--- src/sv/crc8_word_frame_codec_assert.svh ---
// Assertion helpers for the word framing codec.
`ifndef CRC8_WORD_FRAME_CODEC_ASSERT_SVH
`define CRC8_WORD_FRAME_CODEC_ASSERT_SVH

// Same-cycle implication, skipped while reset is high.
`define CRC8WFC_ASSERT_NOW(label, clk, rst, ante, cons) \
  label: assert property (@(posedge clk) disable iff (rst) (ante) |-> (cons)) \
    else $error("crc8 word frame codec: assertion failed");

// Next-cycle implication, skipped while reset is high.
`define CRC8WFC_ASSERT_NEXT(label, clk, rst, ante, cons) \
  label: assert property (@(posedge clk) disable iff (rst) (ante) |=> (cons)) \
    else $error("crc8 word frame codec: assertion failed");

`endif

--- src/sv/crc8wfc_pkg.sv ---
`timescale 1ns / 1ps
package crc8wfc_pkg;

  localparam int WORD_BYTES = 2;
  localparam int CFG_INDEX_W = 1;

  localparam logic [7:0] CRC_POLY_RESET = 8'h31;
  localparam logic [7:0] CRC_START_RESET = 8'hFF;

  typedef enum logic [CFG_INDEX_W-1:0] {
    REG_CRC_POLY  = 1'b0,
    REG_CRC_START = 1'b1
  } reg_index_t;

  typedef enum logic [1:0] {
    ST_BYTE    = 2'd0,
    ST_CRC_ERR = 2'd1,
    ST_LEN_ERR = 2'd2,
    ST_OK      = 2'd3
  } status_t;

  typedef struct packed {
    logic [7:0] data;
    status_t    status;
    logic       last;
  } result_t;

  // One byte through the CRC-8 register, MSB first.
  function automatic logic [7:0] crc_byte(input logic [7:0] crc, input logic [7:0] b,
                                          input logic [7:0] poly);
    logic [7:0] r;
    r = crc ^ b;
    for (int k = 0; k < 8; k++) begin
      if (r[7]) begin
        r = {r[6:0], 1'b0} ^ poly;
      end else begin
        r = {r[6:0], 1'b0};
      end
    end
    return r;
  endfunction

endpackage

--- src/sv/crc8_word_frame_codec.sv ---
`timescale 1ns / 1ps
// An accepted item is held in the input register; its results load into the result buffer
// once the buffer is empty or is handing out its last result, and are offered from there.
// Items yielding at most one result (decode data bytes) are taken one per cycle while
// m_axis_tready holds; an encoded word or a good group sends its results one at a time.
// Reset: empties both stages, clears group position and discard flag, and restores
// crc_poly to 0x31 and crc_start to 0xFF.
`include "crc8_word_frame_codec_assert.svh"

module crc8_word_frame_codec (
  input  logic        clk,
  input  logic        rst,
  // configuration write channel
  input  logic        cfg_valid,
  output logic        cfg_ready,
  input  logic [crc8wfc_pkg::CFG_INDEX_W-1:0] cfg_index,
  input  logic [7:0]  cfg_data,
  // input stream
  input  logic        s_axis_tvalid,
  output logic        s_axis_tready,
  input  logic [23:0] s_axis_tdata,   // [7:0] byte_in, [23:8] word_in
  input  logic        s_axis_tuser,   // [0] action
  input  logic        s_axis_tlast,   // last_in
  // output stream
  output logic        m_axis_tvalid,
  input  logic        m_axis_tready,
  output logic [7:0]  m_axis_tdata,   // [7:0] out_byte
  output logic [1:0]  m_axis_tuser,   // [1:0] status
  output logic        m_axis_tlast    // last_out
);

  // configuration
  logic [7:0] crc_poly;
  logic [7:0] crc_start;

  // input register
  logic        in_valid;
  logic        in_action;
  logic [7:0]  in_byte;
  logic [15:0] in_word;
  logic        in_last;
  logic [7:0]  in_hi_crc;

  // decode state
  logic [1:0] group_pos, group_pos_next;
  logic [7:0] held_bytes [crc8wfc_pkg::WORD_BYTES];
  logic [7:0] running_crc, running_crc_next;
  logic       discarding, discarding_next;
  logic       held_we;

  // result buffer
  crc8wfc_pkg::result_t slot [3];
  crc8wfc_pkg::result_t res [3];
  logic [1:0] cnt;
  logic [1:0] res_cnt;

  logic s_xfer, m_xfer, move;
  logic [7:0] base_crc, upd_crc;

  assign cfg_ready = 1'b1;

  always_ff @(posedge clk) begin
    if (rst) begin
      crc_poly  <= crc8wfc_pkg::CRC_POLY_RESET;
      crc_start <= crc8wfc_pkg::CRC_START_RESET;
    end else if (cfg_valid && cfg_ready) begin
      case (crc8wfc_pkg::reg_index_t'(cfg_index))
        crc8wfc_pkg::REG_CRC_POLY:  crc_poly  <= cfg_data;
        crc8wfc_pkg::REG_CRC_START: crc_start <= cfg_data;
        default: ;
      endcase
    end
  end

  assign s_xfer = s_axis_tvalid && s_axis_tready;
  assign m_xfer = m_axis_tvalid && m_axis_tready;
  // hand the input register over when the buffer is empty or empties this cycle
  assign move = in_valid && ((cnt == 2'd0) || ((cnt == 2'd1) && m_axis_tready));
  assign s_axis_tready = !in_valid || move;

  always_ff @(posedge clk) begin
    if (rst) begin
      in_valid <= 1'b0;
    end else if (s_xfer) begin
      in_valid <= 1'b1;
    end else if (move) begin
      in_valid <= 1'b0;
    end
  end

  // first half of the encode CRC is done at the transfer
  always_ff @(posedge clk) begin
    if (s_xfer) begin
      in_action <= s_axis_tuser;
      in_byte   <= s_axis_tdata[7:0];
      in_word   <= s_axis_tdata[23:8];
      in_last   <= s_axis_tlast;
      in_hi_crc <= crc8wfc_pkg::crc_byte(crc_start, s_axis_tdata[23:16], crc_poly);
    end
  end

  // one CRC step shared by encode low byte and decode data bytes
  always_comb begin
    if (in_action) begin
      base_crc = in_hi_crc;
    end else if (group_pos == 2'd0) begin
      base_crc = crc_start;
    end else begin
      base_crc = running_crc;
    end
    upd_crc = crc8wfc_pkg::crc_byte(base_crc,
                                    in_action ? in_word[7:0] : in_byte, crc_poly);
  end

  always_comb begin
    group_pos_next   = group_pos;
    running_crc_next = running_crc;
    discarding_next  = discarding;
    held_we          = 1'b0;
    res_cnt          = 2'd0;
    for (int i = 0; i < 3; i++) begin
      res[i] = '{data: 8'h00, status: crc8wfc_pkg::ST_BYTE, last: 1'b0};
    end
    if (in_action) begin
      res[0].data = in_word[15:8];
      res[1].data = in_word[7:0];
      res[2].data = upd_crc;
      res[2].last = 1'b1;
      res_cnt     = 2'd3;
    end else if (discarding) begin
      if (in_last) begin
        discarding_next  = 1'b0;
        group_pos_next   = 2'd0;
        running_crc_next = crc_start;
      end
    end else if (!group_pos[1]) begin
      held_we          = 1'b1;
      running_crc_next = upd_crc;
      group_pos_next   = group_pos + 2'd1;
      if (in_last) begin
        res[0].status    = crc8wfc_pkg::ST_LEN_ERR;
        res[0].last      = 1'b1;
        res_cnt          = 2'd1;
        group_pos_next   = 2'd0;
        running_crc_next = crc_start;
      end
    end else begin
      group_pos_next   = 2'd0;
      running_crc_next = crc_start;
      if (in_byte == running_crc) begin
        res[0].data = held_bytes[0];
        res[1].data = held_bytes[1];
        if (in_last) begin
          res[2].status = crc8wfc_pkg::ST_OK;
          res[2].last   = 1'b1;
          res_cnt       = 2'd3;
        end else begin
          res_cnt = 2'd2;
        end
      end else begin
        res[0].status   = crc8wfc_pkg::ST_CRC_ERR;
        res[0].last     = 1'b1;
        res_cnt         = 2'd1;
        discarding_next = !in_last;
      end
    end
  end

  always_ff @(posedge clk) begin
    if (rst) begin
      group_pos   <= 2'd0;
      running_crc <= crc8wfc_pkg::CRC_START_RESET;
      discarding  <= 1'b0;
    end else if (move) begin
      group_pos   <= group_pos_next;
      running_crc <= running_crc_next;
      discarding  <= discarding_next;
    end
  end

  always_ff @(posedge clk) begin
    if (move && held_we) begin
      held_bytes[group_pos[0]] <= in_byte;
    end
  end

  // result buffer: load a whole item, then shift one result per transfer
  always_ff @(posedge clk) begin
    if (rst) begin
      cnt <= 2'd0;
    end else if (move) begin
      cnt <= res_cnt;
    end else if (m_xfer) begin
      cnt <= cnt - 2'd1;
    end
  end

  always_ff @(posedge clk) begin
    if (move) begin
      slot[0] <= res[0];
      slot[1] <= res[1];
      slot[2] <= res[2];
    end else if (m_xfer) begin
      slot[0] <= slot[1];
      slot[1] <= slot[2];
    end
  end

  assign m_axis_tvalid = (cnt != 2'd0);
  assign m_axis_tdata  = slot[0].data;
  assign m_axis_tuser  = slot[0].status;
  assign m_axis_tlast  = slot[0].last;

  `CRC8WFC_ASSERT_NOW(a_status_zero, clk, rst,
    m_axis_tvalid && (m_axis_tuser != crc8wfc_pkg::ST_BYTE), m_axis_tdata == 8'h00)
  `CRC8WFC_ASSERT_NOW(a_status_last, clk, rst,
    m_axis_tvalid && (m_axis_tuser != crc8wfc_pkg::ST_BYTE), m_axis_tlast)
  `CRC8WFC_ASSERT_NOW(a_discard_pos, clk, rst, discarding, group_pos == 2'd0)
  `CRC8WFC_ASSERT_NOW(a_pos_range, clk, rst, 1'b1, group_pos != 2'd3)
  `CRC8WFC_ASSERT_NEXT(a_hold_item, clk, rst, in_valid && !move, in_valid)

endmodule

--- config.mk ---
export PLATFORM = sky130hd
export DESIGN_NAME = crc8_word_frame_codec
export DESIGN_NICKNAME = d
export VERILOG_FILES = /design/src/sv/crc8wfc_pkg.sv /design/src/sv/crc8_word_frame_codec.sv
export VERILOG_INCLUDE_DIRS = /design/src /design/src/sv
export SDC_FILE = /design/constraint.sdc
export NUM_CORES = 1
export LEC_CHECK = 0
export ABC_AREA = 0
export BUFFER_PORTS_ARGS = -buffer_cell sky130_fd_sc_hd__buf_4
export CAP_MARGIN = 20
export CORE_ASPECT_RATIO = 1.4
export CORE_MARGIN = 1
export CORE_UTILIZATION = 30
export DETAILED_ROUTE_END_ITERATION = 10
export PLACE_DENSITY = 0.47
export SLEW_MARGIN = 15
export SYNTH_ARGS = -nofsm -noshare
export SYNTH_HDL_FRONTEND = slang
export SYNTH_SLANG_ARGS = --single-unit
export TNS_END_PERCENT = 20
--- constraint.sdc ---
create_clock -name clk -period 11.75 [get_ports clk]
set_input_delay 1.7625 -clock clk [delete_from_list [all_inputs] [get_ports clk]]
set_output_delay 1.7625 -clock clk [all_outputs]
set_load 0.01 [all_outputs]
==> metrics.txt <==
Finished Cell Area 0.00861 mm²; Residual DRC 0; top_reg_cell synth sky130_fd_sc_hd__edfxtp_1; CTS Buf Count 9; Critical Path Sink Type register; Global Route met1 Usage 22.9%; worst hold slack 0.462 ns; via count of the first global-routing pass 5943; share of post-route cells with drive strength above 1 13.2%; HPWL Detailed 17000 µm; global routing met2 resource utilization 33.0%; Setup TNS 0 ns; area of the die 0.0264 mm²; leak pwr 0.00303 µW; final hold vios 0; Worst-path clk slew 0.09 ns; ANT nets after route 0; count of hold-fix buffers inserted at cts 0; Layout Skew 0.0149 ns; area of the mapped netlist 0.00771 mm²; RSZ-0062 raised after global routing no; synthesis warning total 0; Post-DP Area 0.00833 mm²; leading cell types in the layout, fill and taps excluded 163 x sky130_fd_sc_hd__nand2_1, 81 x sky130_fd_sc_hd__edfxtp_1, 78 x sky130_fd_sc_hd__xnor2_1, 68 x sky130_fd_sc_hd__buf_4, 55 x sky130_fd_sc_hd__a21oi_1; met3 global-route usage 2.14%; number of pins exceeding their max-slew limit in the final report 0; result of the run finished clean; final RePlAce weighted congestion 0.787; commonest non-fill, non-tap cell in the layout sky130_fd_sc_hd__nand2_1; endpoints failing setup 0; floorplan core area 0.0253 mm²; total number of H-tree levels 3; area growth from synthesis to layout 11.6%; Critical Path Fanout Max 13; Unique masters post-synth 91; antenna violations before repair 0; router iterations before antenna repair 5; Worst EP required 11.89 ns; Combinational Power Share 52.9%; number of instances resized during post-cts repair 0; number of nets in the final layout 918; maxcap violations 0; Data arrival, critical path 5.97 ns; fill count 2616; gr busiest metal met2; pin count of the biggest net entering global routing 88; setup repair bufs after CTS 0; part of the total power dissipated in the clock network 16.2%; fmax 172 MHz; sequential element share of the synthesized area 39.3%; total nets after synthesis 903; min cycle time layout 5.83 ns; mean area per synthesized cell 8.97 µm²; Worst Max-Slew Pin Slew 0.969 ns; Die Span X 138 µm; number of I/O pins 54; type of the worst setup path register to register; non-filler cells in the finished layout 1199; share of synthesized registers carrying an async set or reset 0%; cell-internal power 1100 µW; power dissipated by switching net loads 809 µW; count of vias placed by the detailed router 6180; Clock Tree Root sky130_fd_sc_hd__clkbuf_16; routed vias/inst 5.15; height of the die 192 µm; grt total ovfl 0; starting density of the core 30.5%; drt initial violations 442; Net Sw Frac 42.3%; total number of placement rows 69; final routed wirelength across all metal layers 23400 µm; TritonCTS clock tree yes; cell count after placement 1183; Overall Global Routing Usage 18.6%; latest clock arrival within the worst-skew pair 0.37 ns; clock tree buffer depth 2; Post-synth EDFFs 81; worst supply voltage drop on vdd 0.113 mV; wire length per cell after detailed routing 19.5 µm; wire length of the first global-routing pass 36000 µm; Worst Setup Start Kind register; clk sinks 111; final design utilization 34.0%; worst hold path type register to register; Sequential Power Share 30.9%; Pwr per Cell Area 222 mW/mm²; Max-Slew Margin vs Limit 35.2%; ratio of final minimum period to clock period 49.6%; count of state elements after synthesis 111; Port Buffer Count 52; count of mapped cells out of synthesis 860; Diodes inserted 0
flip-flops by register name (all words and copies together), names as in the netlist, 2 cells and up:
signal,flops
slot,31
held_bytes,16
in_word,16
crc_poly,8
crc_start,8
in_byte,8
in_hi_crc,8
running_crc,8
cnt,2
group_pos,2
final timing paths:
| check | endpoint | depth (start not counted) | slack (ns) | startpoint |
|---|---|---|---|---|
| worst max-delay path | slot[1][5] | 17 | 5.92 | group_pos[1] |
| worst min-delay path | crc_poly[1] | 2 | 0.46 | crc_poly[1] |
| worst max register to register | slot[1][5] | 17 | 5.92 | group_pos[1] |
| worst min register to register | crc_poly[1] | 2 | 0.46 | crc_poly[1] |
cells in the mapped netlist, drive strengths merged (3+ instances only):
master,n,area (µm²)
a21oi,57,293
a211o,14,133
mux2i,13,159
nor3,19,95.1
dfxtp,30,601
a31oi,8,50.1
a221oi,3,26.3
nand2b,7,43.8
a211oi,9,80.1
or3,4,30.0
xnor2,79,699
xor2,41,393
a311oi,4,35.0
a2111oi,5,68.8
clkbuf,44,165
and4,5,46.3
a32oi,4,35.0
nor2,50,188
nand4,5,31.3
buf,20,133
nor4,12,96.3
edfxtp,81,2430
o22ai,6,37.5
inv,13,48.8
nand3b,6,45.0
o211ai,3,22.5
a21o,3,22.5
nand2,164,618
nand3,19,100
or4,4,33.8
o21a,5,37.5
o31ai,6,50.1
nor3b,5,37.5
mux2,4,48.8
ha,3,37.5
and3,12,75.1
o21ai,45,236
and2,14,90.1
nor2b,4,27.5
a2bb2oi,3,32.5
layout make-up:
type | count | area (µm²) | area share, %
flip-flops and latches | 111 | 3030 | 35.2
multi-input cells | 671 | 4330 | 50.3
clock inverters | 7 | 55.1 | 0.640
well taps | 319 | 399 | 4.64
repair buffers | 68 | 510 | 5.93
inverters | 14 | 52.6 | 0.611
clock buffers | 9 | 225 | 2.62
per-layer routing:
| metal | vias up | part of all wire, % |
|---|---|---|
| met5 | - | 0 |
| met4 | 0 | 2.7 |
| met3 | 26 | 2.7 |
| met2 | 124 | 52 |
| met1 | 2957 | 42 |
| li1 | 3073 | - |
critical path, cell delays in order (launching register included):
cell and delay [ns]:
sky130_fd_sc_hd__dfxtp_1 0.36, sky130_fd_sc_hd__inv_1 0.10, sky130_fd_sc_hd__ha_1 0.54, sky130_fd_sc_hd__mux2i_4 0.40
sky130_fd_sc_hd__xor2_2 0.40, sky130_fd_sc_hd__nor4_1 0.13, sky130_fd_sc_hd__or3_4 0.51, sky130_fd_sc_hd__nor4_4 0.37
sky130_fd_sc_hd__a211o_2 0.26, sky130_fd_sc_hd__xor2_4 0.26, sky130_fd_sc_hd__mux2_4 0.33, sky130_fd_sc_hd__o31ai_1 0.52
sky130_fd_sc_hd__o211ai_1 0.30, sky130_fd_sc_hd__o21ai_0 0.15, sky130_fd_sc_hd__nor3b_1 0.08, sky130_fd_sc_hd__a211oi_1 0.46
sky130_fd_sc_hd__xor2_1 0.21, sky130_fd_sc_hd__and2_1 0.21
power groups by stage:
stage | Clock (µW) | Combinational, µW | Sequential, µW
3_3_place_gp | 0 | 1010 | 600
3_5_place_dp | 0 | 1010 | 601
5_1_grt | 330 | 1120 | 599
4_1_cts | 315 | 1010 | 592
6_report | 309 | 1010 | 590
2_1_floorplan | 0 | 798 | 577
cell families (layout without fill, tap and decap cells):
| logic type | count (synthesis) | after routing | share of synthesized area (%) |
|---|---|---|---|
| compound gates | 192 | 192 | 17.1 |
| buf+inv | 78 | 98 | 4.54 |
| flops | 111 | 111 | 39.3 |
| other cells | 1 | 1 | 0.0486 |
| fa+ha+maj | 3 | 3 | 0.487 |
| simple gates | 335 | 335 | 20.7 |
| xor+xnor | 123 | 123 | 15.1 |
| mux | 17 | 17 | 2.69 |
stage by stage:
step	total power, µW	setup WS, ns
floorplan	1370	6.54
global placement	1610	5.75
detailed placement	1610	5.73
CTS	1920	5.92
global route	2050	5.39
finish	1910	5.92
(Power assumes the default switching activity.)
